--- src/hw/rtl/kct_pkg.sv ---
// shared types, status codes and defaults for the keyed count table
package kct_pkg;

   localparam int KCT_ENTRIES = 16;

   localparam logic [4:0] CAP_RESET = 5'd16;

   localparam logic [0:0] CMD_ADD      = 1'b0;
   localparam logic [0:0] CMD_WITHDRAW = 1'b1;

   localparam logic [2:0] ST_MERGED    = 3'd0;
   localparam logic [2:0] ST_INSERTED  = 3'd1;
   localparam logic [2:0] ST_FULL      = 3'd2;
   localparam logic [2:0] ST_WITHDRAWN = 3'd3;
   localparam logic [2:0] ST_REMOVED   = 3'd4;
   localparam logic [2:0] ST_SHORT     = 3'd5;
   localparam logic [2:0] ST_MISSING   = 3'd6;

   typedef struct packed {
      logic        kind;
      logic [15:0] volume;
      logic [15:0] count;
   } entry_type;

   // controller to datapath
   typedef struct packed {
      logic load;          // capture request, clear index
      logic rd_en;         // read table
      logic rd_next;       // read at index + 1 instead of index
      logic idx_inc;
      logic resolve_hit;   // merge, withdraw or short on the entry at index
      logic resolve_miss;  // insert, full or not found
      logic shift_wr;      // move read entry down to index
      logic shift_done;    // finish a removal
      logic publish;       // load result into output register
   } ctl_cmd_type;

   // datapath to controller
   typedef struct packed {
      logic at_end;     // index reached occupancy
      logic shift_end;  // no entry above index
      logic match;      // read entry has the request key
      logic remove;     // hit withdraw empties the entry
      logic out_free;   // output register can take a result
   } ctl_sts_type;

endpackage

--- src/hw/rtl/kct_ctrl.sv ---
// sequencer for search, update and shift-down of the keyed count table
module kct_ctrl (
   input  logic                 clock,
   input  logic                 reset,
   input  logic                 req_tvalid,
   output logic                 req_tready,
   input  kct_pkg::ctl_sts_type sts,
   output kct_pkg::ctl_cmd_type cmd
);
   import kct_pkg::*;

   typedef enum logic [2:0] {
      S_IDLE,
      S_SRD,
      S_SCHK,
      S_HIT,
      S_MISS,
      S_SHRD,
      S_SHWR,
      S_POST
   } state_type;

   state_type state_ff, state_in;
   logic      ready_ff, ready_in;

   always_comb begin
      state_in = state_ff;
      ready_in = ready_ff;
      cmd      = '0;
      case (state_ff)
         S_IDLE: begin
            if (req_tvalid && ready_ff) begin
               cmd.load = 1'b1;
               ready_in = 1'b0;
               state_in = S_SRD;
            end
         end
         S_SRD: begin
            if (sts.at_end) begin
               state_in = S_MISS;
            end else begin
               cmd.rd_en = 1'b1;
               state_in  = S_SCHK;
            end
         end
         S_SCHK: begin
            if (sts.match) begin
               state_in = S_HIT;
            end else begin
               cmd.idx_inc = 1'b1;
               state_in    = S_SRD;
            end
         end
         S_HIT: begin
            if (sts.remove) begin
               state_in = S_SHRD;
            end else begin
               cmd.resolve_hit = 1'b1;
               state_in        = S_POST;
            end
         end
         S_MISS: begin
            cmd.resolve_miss = 1'b1;
            state_in         = S_POST;
         end
         S_SHRD: begin
            if (sts.shift_end) begin
               cmd.shift_done = 1'b1;
               state_in       = S_POST;
            end else begin
               cmd.rd_en   = 1'b1;
               cmd.rd_next = 1'b1;
               state_in    = S_SHWR;
            end
         end
         S_SHWR: begin
            cmd.shift_wr = 1'b1;
            cmd.idx_inc  = 1'b1;
            state_in     = S_SHRD;
         end
         S_POST: begin
            if (sts.out_free) begin
               cmd.publish = 1'b1;
               ready_in    = 1'b1;
               state_in    = S_IDLE;
            end
         end
         default: begin
            ready_in = 1'b1;
            state_in = S_IDLE;
         end
      endcase
   end

   always_ff @(posedge clock) begin
      if (reset) begin
         state_ff <= S_IDLE;
         ready_ff <= 1'b1;
      end else begin
         state_ff <= state_in;
         ready_ff <= ready_in;
      end
   end

   assign req_tready = ready_ff;

   a_ready_idle: assert property (@(posedge clock) disable iff (reset)
      ready_ff |-> state_ff == S_IDLE)
      else $error("input ready outside idle");

   a_one_resolve: assert property (@(posedge clock) disable iff (reset)
      $countones({cmd.resolve_hit, cmd.resolve_miss, cmd.shift_done}) <= 1)
      else $error("more than one result resolved in a cycle");

   a_publish_frees: assert property (@(posedge clock) disable iff (reset)
      cmd.publish |=> ready_ff)
      else $error("input not reopened after result");

endmodule

--- src/hw/rtl/kct_datapath.sv ---
// table memory, request and result registers of the keyed count table
module kct_datapath #(
   parameter int ENTRIES = kct_pkg::KCT_ENTRIES
) (
   input  logic                 clock,
   input  logic                 reset,
   input  kct_pkg::ctl_cmd_type cmd,
   output kct_pkg::ctl_sts_type sts,
   input  logic                 in_command,
   input  logic                 in_kind,
   input  logic [15:0]          in_volume,
   input  logic [15:0]          in_quantity,
   input  logic                 csr_wr_en,
   input  logic [4:0]           csr_wr_data,
   output logic                 rsp_tvalid,
   input  logic                 rsp_tready,
   output logic [2:0]           out_status,
   output logic [15:0]          out_count,
   output logic [4:0]           out_used
);
   import kct_pkg::*;

   localparam int IW = (ENTRIES > 1) ? $clog2(ENTRIES) : 1;
   localparam int CW = $clog2(ENTRIES + 1);

   entry_type   table_mem [ENTRIES];
   entry_type   rd_ff;

   logic          cmd_ff;
   logic          kind_ff;
   logic [15:0]   volume_ff;
   logic [15:0]   qty_ff;
   logic [4:0]    cap_ff;
   logic [CW-1:0] idx_ff, idx_in;
   logic [CW-1:0] occ_ff, occ_in;
   logic [2:0]    res_status_ff, res_status_in;
   logic [15:0]   res_count_ff, res_count_in;
   logic          rsp_valid_ff;
   logic [2:0]    rsp_status_ff;
   logic [15:0]   rsp_count_ff;
   logic [4:0]    rsp_used_ff;

   logic [CW-1:0] idx_next;
   logic [IW-1:0] rd_addr, wr_addr;
   logic          wr_en;
   entry_type     wr_data;
   logic [16:0]   sum;
   logic [15:0]   sat;
   logic [15:0]   left;
   logic          short;
   logic          can_insert;

   always_comb begin
      idx_next   = CW'(idx_ff + 1'b1);
      sum        = {1'b0, rd_ff.count} + {1'b0, qty_ff};
      sat        = sum[16] ? 16'hFFFF : sum[15:0];
      short      = rd_ff.count < qty_ff;
      left       = rd_ff.count - qty_ff;
      // capacity above the table size counts as the table size
      can_insert = (32'(occ_ff) < 32'(cap_ff)) && (32'(occ_ff) < ENTRIES);

      sts.at_end    = idx_ff >= occ_ff;
      sts.shift_end = idx_next >= occ_ff;
      sts.match     = (rd_ff.kind == kind_ff) && (rd_ff.volume == volume_ff);
      sts.remove    = (cmd_ff == CMD_WITHDRAW) && !short && (left == 16'd0);
      sts.out_free  = !rsp_valid_ff || rsp_tready;

      rd_addr = cmd.rd_next ? idx_next[IW-1:0] : idx_ff[IW-1:0];

      wr_en   = 1'b0;
      wr_addr = idx_ff[IW-1:0];
      wr_data = rd_ff;
      if (cmd.resolve_hit) begin
         wr_en   = (cmd_ff == CMD_ADD) || !short;
         wr_data = '{kind: kind_ff, volume: volume_ff,
                     count: (cmd_ff == CMD_ADD) ? sat : left};
      end else if (cmd.resolve_miss) begin
         wr_en   = (cmd_ff == CMD_ADD) && can_insert;
         wr_addr = occ_ff[IW-1:0];
         wr_data = '{kind: kind_ff, volume: volume_ff, count: qty_ff};
      end else if (cmd.shift_wr) begin
         wr_en = 1'b1;
      end

      idx_in = idx_ff;
      if (cmd.load) begin
         idx_in = '0;
      end else if (cmd.idx_inc) begin
         idx_in = idx_next;
      end

      occ_in        = occ_ff;
      res_status_in = res_status_ff;
      res_count_in  = res_count_ff;
      if (cmd.resolve_hit) begin
         if (cmd_ff == CMD_ADD) begin
            res_status_in = ST_MERGED;
            res_count_in  = sat;
         end else if (short) begin
            res_status_in = ST_SHORT;
            res_count_in  = rd_ff.count;
         end else begin
            res_status_in = ST_WITHDRAWN;
            res_count_in  = left;
         end
      end else if (cmd.resolve_miss) begin
         res_count_in = 16'd0;
         if (cmd_ff == CMD_WITHDRAW) begin
            res_status_in = ST_MISSING;
         end else if (can_insert) begin
            res_status_in = ST_INSERTED;
            res_count_in  = qty_ff;
            occ_in        = CW'(occ_ff + 1'b1);
         end else begin
            res_status_in = ST_FULL;
         end
      end else if (cmd.shift_done) begin
         res_status_in = ST_REMOVED;
         res_count_in  = 16'd0;
         occ_in        = CW'(occ_ff - 1'b1);
      end
   end

   always_ff @(posedge clock) begin
      if (wr_en) begin
         table_mem[wr_addr] <= wr_data;
      end
      if (cmd.rd_en) begin
         rd_ff <= table_mem[rd_addr];
      end
   end

   always_ff @(posedge clock) begin
      if (cmd.load) begin
         cmd_ff    <= in_command;
         kind_ff   <= in_kind;
         volume_ff <= in_volume;
         qty_ff    <= in_quantity;
      end
      idx_ff        <= idx_in;
      res_status_ff <= res_status_in;
      res_count_ff  <= res_count_in;
      if (cmd.publish) begin
         rsp_status_ff <= res_status_ff;
         rsp_count_ff  <= res_count_ff;
         rsp_used_ff   <= 5'(occ_ff);
      end
   end

   always_ff @(posedge clock) begin
      if (reset) begin
         occ_ff       <= '0;
         cap_ff       <= CAP_RESET;
         rsp_valid_ff <= 1'b0;
      end else begin
         occ_ff <= occ_in;
         if (csr_wr_en) begin
            cap_ff <= csr_wr_data;
         end
         if (cmd.publish) begin
            rsp_valid_ff <= 1'b1;
         end else if (rsp_tready) begin
            rsp_valid_ff <= 1'b0;
         end
      end
   end

   assign rsp_tvalid = rsp_valid_ff;
   assign out_status = rsp_status_ff;
   assign out_count  = rsp_count_ff;
   assign out_used   = rsp_used_ff;

   a_occ_bound: assert property (@(posedge clock) disable iff (reset)
      32'(occ_ff) <= ENTRIES)
      else $error("occupancy above table size");

   a_no_overwrite: assert property (@(posedge clock) disable iff (reset)
      cmd.publish |-> (!rsp_valid_ff || rsp_tready))
      else $error("pending result overwritten");

   a_insert_grows: assert property (@(posedge clock) disable iff (reset)
      (cmd.resolve_miss && cmd_ff == CMD_ADD && can_insert)
      |=> occ_ff == CW'($past(occ_ff) + 1'b1))
      else $error("insert did not grow occupancy");

endmodule

--- src/hw/rtl/keyed_count_table.sv ---
// keyed count table: one result per request, search over a single-port table
// an item reads the entries in turn until its key is found or the occupancy is reached, then
// updates or inserts; on a removal each later entry is then read and written one place down
// the result may also wait on the result side; one request at a time
// the table memory takes one read or one write a cycle, with registered read
// synchronous reset empties the table and sets the capacity to 16; no clearing
module keyed_count_table #(
   parameter int ENTRIES = kct_pkg::KCT_ENTRIES
) (
   input  logic        clock,
   input  logic        reset,
   input  logic        req_tvalid,
   output logic        req_tready,
   input  logic [31:0] req_tdata,   // item_volume, quantity
   input  logic [1:0]  req_tuser,   // command, item_kind
   output logic        rsp_tvalid,
   input  logic        rsp_tready,
   output logic [23:0] rsp_tdata,   // count_after, entries_used, zero pad
   output logic [2:0]  rsp_tuser,   // status
   input  logic        csr_wr_en,
   input  logic [4:0]  csr_wr_data  // capacity_in_use
);
   import kct_pkg::*;

   ctl_cmd_type cmd;
   ctl_sts_type sts;
   logic [15:0] count_after;
   logic [4:0]  entries_used;

   kct_ctrl u_ctrl (
      .clock      (clock),
      .reset      (reset),
      .req_tvalid (req_tvalid),
      .req_tready (req_tready),
      .sts        (sts),
      .cmd        (cmd)
   );

   kct_datapath #(
      .ENTRIES (ENTRIES)
   ) u_datapath (
      .clock       (clock),
      .reset       (reset),
      .cmd         (cmd),
      .sts         (sts),
      .in_command  (req_tuser[0]),
      .in_kind     (req_tuser[1]),
      .in_volume   (req_tdata[15:0]),
      .in_quantity (req_tdata[31:16]),
      .csr_wr_en   (csr_wr_en),
      .csr_wr_data (csr_wr_data),
      .rsp_tvalid  (rsp_tvalid),
      .rsp_tready  (rsp_tready),
      .out_status  (rsp_tuser),
      .out_count   (count_after),
      .out_used    (entries_used)
   );

   assign rsp_tdata = {3'b000, entries_used, count_after};

endmodule

--- config.mk ---
export PLATFORM = sky130hd
export DESIGN_NAME = keyed_count_table
export DESIGN_NICKNAME = d
export VERILOG_FILES = /design/src/hw/rtl/kct_pkg.sv /design/src/hw/rtl/kct_ctrl.sv /design/src/hw/rtl/kct_datapath.sv /design/src/hw/rtl/keyed_count_table.sv
export SDC_FILE = /design/constraint.sdc
export NUM_CORES = 1
export LEC_CHECK = 0
export ABC_AREA = 1
export BUFFER_PORTS_ARGS = -buffer_cell sky130_fd_sc_hd__buf_2
export CORE_ASPECT_RATIO = 1.1
export CORE_MARGIN = 3
export CORE_UTILIZATION = 45
export CTS_CLUSTER_DIAMETER = 100
export DETAILED_ROUTE_END_ITERATION = 10
export GPL_TIMING_DRIVEN = 0
export PLACE_DENSITY = 0.62
export SYNTH_ARGS = -nofsm -noshare
export SYNTH_HDL_FRONTEND = slang
export SYNTH_HIERARCHICAL = 1
export SYNTH_SLANG_ARGS = --single-unit
--- constraint.sdc ---
create_clock -name clock -period 6.2 [get_ports clock]
set_input_delay 0.62 -clock clock [delete_from_list [all_inputs] [get_ports clock]]
set_output_delay 0.62 -clock clock [all_outputs]
set_load 0.05 [all_outputs]
==> flow_summary.toml, run 1 <==
[status]
outcome = "complete, no violations"

[cts]
cts_htree_levels = 3
clk_pin_slew_worst_paths_ps = 60
clock-sinks = 658
cts-root-buf = "clkbuf_16"
cts_buffers = 70
ctsHoldBuffers = 0
cts_tree = "yes"
clockBufferDepth = 3
insertion_delay_ps = 620

[cells_and_area]
n_antenna_cell = 0
nets = 2791
layout-drive-gt1-share_pct = 11.22
fin_area_um2 = 33240
syn2layout_area_growth_pct = 15.16

[worst_setup_path]
crit_fanout = 21
required_ps = 6480
reg2reg_from = "u_datapath/qty_ff[0]$_DFFE_PP_"
end_kind = "flop"
critPathArrivalTime_ps = 6120
criticalPathCategory = "reg -> reg"
worst-r2r-cell-count = 24
startpoint_type = "flop"
ff2ff_setup_slack_ps = 360
r2r-end = "u_datapath/table_mem[9][12]$_DFFE_PP_"

[route]
dr.pass1.iters = 6
drc = 0
vias = 21100
viasPerCell = 5.898
ant_nets = 0
wl_um = 92010
wl_per_cell_um = 25.72
drtIter0Drc = 2887

[sta]
finalMaxSlewViolations = 0
setup_ws_ps = 364.7
max_freq_mhz = 171.4
setup_viol = 0
hold_violations = 0
fin_crit_sh_pct = 94.12
relSlewSlack_pct = 4.592
rsz0062_at_grt = "false"
fin_crit_ps = 5835
clock_skew_ps = 28.94
worstMarginPinSlew_ps = 1430

[yosys]
yosys.cell_types.count = 49
syn_area_per_cell_um2 = 11.51
ys_ff_latch = 658
yosys_most_used_dff = "edfxtp_1"
yosys-top-cells-area = "edfxtp_1 (66%), o21ai_0 (5.2%), nand2_1 (5.1%)"
synth_edf_count = 638
seq_area_frac_synth_pct = 67.76
netlist_area_um2 = 28870
synth_top_cell_area_share_pct = 66.37
synth_area_leader_cell = "edfxtp_1"
async_reset_ff_share_pct = 0
synth_warnings = 6
synthCells = 2508

[min_path]
hold_depth = 1
hold_class = "in -> reg"
hold_path_end = "u_datapath/qty_ff[7]$_DFFE_PP_"
min_from = "req_tdata[23]"

[place]
gp_congestion = 0.8978
placed_area_um2 = 30840
pre_cts_slack_ps = 79.98
port_buffers = 69
place_hpwl_um = 62230

[grt]
grt_pass1_wl_um = 133400
grt_antenna_before_repair = 1
grt_pass1_vias = 21160
grt_max_degree = 34
grt_remaining_overflow = 0
grt_usage_pct = 27.23

[floorplan]
die_x_um = 247.5
dieArea_um2 = 67230
start_util_pct = 45.86
core_um2 = 62940
fp-row-count = 96
die_h_um = 271.6
pin_count = 73

[pwr]
ir_drop_mv = 0.2762
leakagePower_nw = 12.02
powerDensity_nw_per_um2 = 507.4

[flow_run]
max-cap-violations = 0
cell type report:
type                    instances  area [µm²]
plain buffers                 133       641.9
clock buffers                  86        1854
clock inverters                36       341.6
fillers                      5440       29700
inverters                     171       641.9
multi-input cells            1548        8172
flip-flops and latches        658       19560
well taps                     833        1042
repair buffers                112       991.0
cells in the final DEF, fill, tap and decap left out, types with 21 or more instances in the layout:
cell       synthesis  final
edfxtp_1         638    638
nand2_1          396    396
nor2_1           357    339
o21ai_0          302    296
inv_1            162    162
nand3_1          103    103
buf_2             33    102
clkbuf_1          78     92
o221ai_1          89     89
clkbuf_16          0     72
ha_1              50     50
o211ai_1          48     48
o22ai_1           44     44
a21oi_1           41     41
buf_4              8     27
buf_12             0     21
stage by stage:
step | setup TNS, ps | hold slack [ps] | util (%) | cells | power (mW)
after floorplan | 0 | 400.3 | - | 2510 | 10.23
after global placement | -1155390 | 401.7 | 48.08 | 3412 | 12.49
after detailed placement | 0 | 404.5 | 48.99 | 3436 | 12.73
after CTS | 0 | 157.6 | 52.48 | 3558 | 16.77
after global routing | 0 | 168.5 | 52.82 | 3577 | 17.71
final | 0 | 179.8 | 52.82 | 3577 | 16.87
power breakdown:
part           internal, mW  switching, mW  total (mW)
Combinational          1.60           4.80        6.39
Clock                  2.37           1.68        4.05
Sequential             6.17          0.253        6.42
repair_timing:
item,in CTS,in global routing
resized for setup,0,1
endpoints found under the setup margin,0,254
buffers inserted,0,17
registers in the layout (all words and copies together), names as in the netlist:
name                      count
u_datapath/rsp_tvalid         1
u_datapath/table_mem        528
u_datapath/cmd_ff             1
u_ctrl/req_tready             1
u_datapath/rd_ff             33
u_datapath/out_used           5
u_datapath/occ_ff             5
u_datapath/res_status_ff      3
u_datapath/out_count         16
u_ctrl/state_ff               3
u_datapath/cap_ff             5
u_datapath/qty_ff            16
u_datapath/out_status         3
u_datapath/volume_ff         16
u_datapath/idx_ff             5
u_datapath/kind_ff            1
u_datapath/res_count_ff      16
critical path, cell delays in order (launching register included):
cell and delay (ps):
edfxtp_1 480, ha_1 260, fa_1 380, inv_1 130, nand2_1 60, nand2_1 130
nand3_1 150, nand2_2 150, nand3_4 130, nand2_4 190, nand2_4 110, inv_1 70
nand3_1 70, nor3_2 350, nor2_1 90, nand2_1 90, inv_1 50, buf_2 180
nor2_1 180, buf_2 320, nand2_1 390, nand3_2 310, nand3_2 250, nor2_4 590
buf_12 290
cell families after synthesis:
| family | synth area share [%] |
|---|---|
| fa+ha+maj | 2.375 |
| buf+inv | 4.447 |
| flops | 67.76 |
| compound gates | 11.95 |
| other cells | 0.01299 |
| simple gates | 12.73 |
| xor+xnor | 0.7282 |
metal layers:
metal | part of all wire, % | vias to the layer above | global-route usage (%)
li1 | - | 9375 | -
met1 | 37 | 10320 | 32.84
met2 | 49 | 1094 | 45.71
met3 | 8.6 | 308 | 5.364
met4 | 5.7 | 2 | 15.12
met5 | 0.0098 | - | 0
cell usage after synthesis (all sizes together), types with 9 or more instances:
| library cell | n |
|---|---|
| edfxtp | 638 |
| nand2 | 400 |
| nor2 | 361 |
| o21ai | 316 |
| inv | 170 |
| nand3 | 108 |
| o221ai | 89 |
| clkbuf | 81 |
| buf | 52 |
| ha | 50 |
| o211ai | 48 |
| o22ai | 44 |
| a21oi | 43 |
| dfxtp | 20 |
| xor2 | 15 |
| a22oi | 13 |
| nand4 | 12 |
| nor3 | 10 |
| o21bai | 9 |
| xnor2 | 9 |
worst max path at each step:
stage / startpoint / endpoint / slack [ps] / depth (start not counted)
5_1_grt: u_datapath/qty_ff[0]$_DFFE_PP_ / u_datapath/table_mem[12][21]$_DFFE_PP_ / 70 / 26
3_3_place_gp: u_datapath/qty_ff[0]$_DFFE_PP_ / u_datapath/table_mem[2][17]$_DFFE_PP_ / -2370 / 23
2_1_floorplan: u_datapath/qty_ff[0]$_DFFE_PP_ / u_datapath/table_mem[0][0]$_DFFE_PP_ / 1140 / 24
4_1_cts: u_datapath/qty_ff[0]$_DFFE_PP_ / u_datapath/table_mem[15][13]$_DFFE_PP_ / 50 / 24
6_report: u_datapath/qty_ff[0]$_DFFE_PP_ / u_datapath/table_mem[9][12]$_DFFE_PP_ / 360 / 24
3_5_place_dp: u_datapath/qty_ff[0]$_DFFE_PP_ / u_datapath/table_mem[15][18]$_DFFE_PP_ / 80 / 24
Power figures use the tool's default switching activity.
==> run 2, diff against run 1 <==
==> constraint.sdc (replaced) <==
create_clock -name clock -period 7.1 [get_ports clock]
set_input_delay 0.71 -clock clock [delete_from_list [all_inputs] [get_ports clock]]
set_output_delay 0.71 -clock clock [all_outputs]
set_load 0.05 [all_outputs]
==> run 2 against run 1 <==
  * Largest power group unchanged
  * Flip-flop and latch count is the same
  * Critical endpoint is now u_datapath/table_mem[15][13]$_DFFE_PP_
  * Final cell count shrank 0.48%
  * Combinational power shrank 13%
  * Sequential share of layout area grew 0.35 points
==> flow_summary.toml, run 2 (synthesis results as in run 1) <==
[floorplan]
fp-row-count = 96
core_um2 = 62940
die_h_um = 271.6
pin_count = 73
dieArea_um2 = 67230
start_util_pct = 45.86
die_x_um = 247.5

[grt]
grt_max_degree = 34
grt_remaining_overflow = 0
grt_usage_pct = 27.23
grt_pass1_vias = 21160
grt_antenna_before_repair = 1
grt_pass1_wl_um = 133400

[cells_and_area]
n_antenna_cell = 0
largestRegisters = "u_datapath/table_mem: 528 flops, u_datapath/rd_ff: 33 flops"
top_register = "u_datapath/table_mem"
final_util_pct = 52.51
layout-drive-gt1-share_pct = 10.63
syn2layout_area_growth_pct = 14.49
mostFrequentLayoutCells = "edfxtp_1 (638), nand2_1 (396), nor2_1 (339)"
final_common_cell = "edfxtp_1"
fillCellCount = 5467
multiInputGateArea_um2 = 8167
largest_reg_flops = 528
regArea_um2 = 19560
nets = 2774

[pwr]
power.internal_mw = 8.840
p_seq_share_pct = 38.1
powerDensity_nw_per_um2 = 445.1
leakagePower_nw = 11.92
clkPwrFrac_pct = 24.0
p_switching_mw = 5.869
power_frac_comb_pct = 37.9
swShare_pct = 39.90
ir_drop_mv = 0.2416

[worst_setup_path]
crit_top_cell = "nand2_1"
criticalPathCategory = "reg -> reg"
critPathBufInv = 6
cpPeakStageDelay_ps = 740
crit_chain = "ha_1 > fa_1 > inv_1 > nand2_1 > nand2_1 > nand3_1 > nand2_2 > nand3_4 > nand2_4 > nand2_4 > inv_1 > nand3_1 > nor3_1 > nor2_1 > nand2_1 > inv_1 > buf_2 > nor2_1 > buf_2 > nand2_1 > nand3_2 > nand3_2 > nor2_4 > buf_12"
end_kind = "flop"
critPathTopFamily = "simple AND/OR/NAND/NOR gates"
required_ps = 7400
critPathArrivalTime_ps = 6440
crit_slowest_cell = "nor2_4"
crit_fanout = 17
startpoint_type = "flop"

[route]
wl_um = 91630
wl_per_cell_um = 25.74
vias = 21160
ant_nets = 0
dr.pass1.iters = 5
drtIter0Drc = 2714
drc = 0
viasPerCell = 5.944

[cts]
post-cts-setup-buffers = 0
ctsResizeCount = 0
clock-sinks = 658
cts_tree = "yes"
cts-root-buf = "clkbuf_16"
clk_pin_slew_worst_paths_ps = 60
cts_buffers = 70
clockBufferDepth = 3
ctsHoldBuffers = 0
insertion_delay_ps = 610
cts_htree_levels = 3

[min_path]
hold_class = "in -> reg"

[sta]
fin_crit_ps = 6149
hold_violations = 0
max_freq_mhz = 162.6
fin_hold_ws_ps = 273.0
setup_viol = 0
fin_crit_sh_pct = 86.61
clock_skew_ps = 27.98
finalMaxSlewViolations = 0
relSlewSlack_pct = 5.665
worstMarginPinSlew_ps = 1414
rsz0062_at_grt = "false"

[place]
place_hpwl_um = 62230
port_buffers = 69
gp_congestion = 0.8978

[flow_run]
max-cap-violations = 0

[status]
outcome = "complete, no violations"
-- run 2: cell types whose count changed in the layout (fill, tap and decap cells not counted), sizes merged --
cell and change:
buf -17
-- run 2: path summary, 6_finish.rpt --
path	startpoint	end	slack, ps	cells after the start
hold reg to reg	u_datapath/res_count_ff[2]$_DFFE_PP_	u_datapath/out_count[2]$_DFFE_PP_	420	0
setup reg to reg	u_datapath/qty_ff[0]$_DFFE_PP_	u_datapath/table_mem[15][13]$_DFFE_PP_	950	24
setup / recovery	u_datapath/qty_ff[0]$_DFFE_PP_	u_datapath/table_mem[15][13]$_DFFE_PP_	950	24
hold / removal	req_tdata[23]	u_datapath/qty_ff[7]$_DFFE_PP_	270	1
-- run 2: through the flow --
step | power, mW | area (µm²) | setup TNS, ps | setup WS, ps | std cells
global placement | 10.91 | 30260 | -680190 | -1470 | 3412
CTS | 14.65 | 33030 | 0 | 950.7 | 3558
detailed placement | 11.11 | 30840 | 0 | 980.0 | 3436
finish | 14.71 | 33050 | 0 | 951.0 | 3560
floorplan | 8.933 | 28870 | 0 | 2042 | 2510
global route | 15.45 | 33050 | 0 | 661.3 | 3560
-- run 2: power groups by stage --
stage               registers, mW  clock network [mW]  logic [mW]
floorplan                    5.61                   0        3.32
global placement             5.70                   0        5.21
detailed placement           5.68                   0        5.43
CTS                          5.61                3.59        5.45
global route                 5.64                3.76        6.05
finish                       5.61                3.54        5.57
-- run 2: layout make-up --
type / instances / area share (%)
Inverter: 171 / 1.942
Tap cell: 833 / 3.154
Multi-Input combinational cell: 1548 / 24.71
Sequential cell: 658 / 59.18
Clock inverter: 36 / 1.034
Buffer: 133 / 1.942
Timing Repair Buffer: 95 / 2.423
Clock buffer: 86 / 5.611
-- run 2: layer usage --
layer	GRT usage, %	part of all wire [%]
met5	0	0.019
met4	15.12	6.0
met3	5.364	9.2
met2	45.71	48
met1	32.84	36
-- run 2: worst register-to-register path, cell delays in order, from the launching register on --
cell,delay [ps]
edfxtp_1,480
ha_1,270
fa_1,380
inv_1,130
nand2_1,60
nand2_1,130
nand3_1,150
nand2_2,150
nand3_4,130
nand2_4,190
nand2_4,110
inv_1,70
nand3_1,60
nor3_1,580
nor2_1,110
nand2_1,110
inv_1,50
buf_2,180
nor2_1,180
buf_2,330
nand2_1,380
nand3_2,310
nand3_2,240
nor2_4,740
buf_12,290
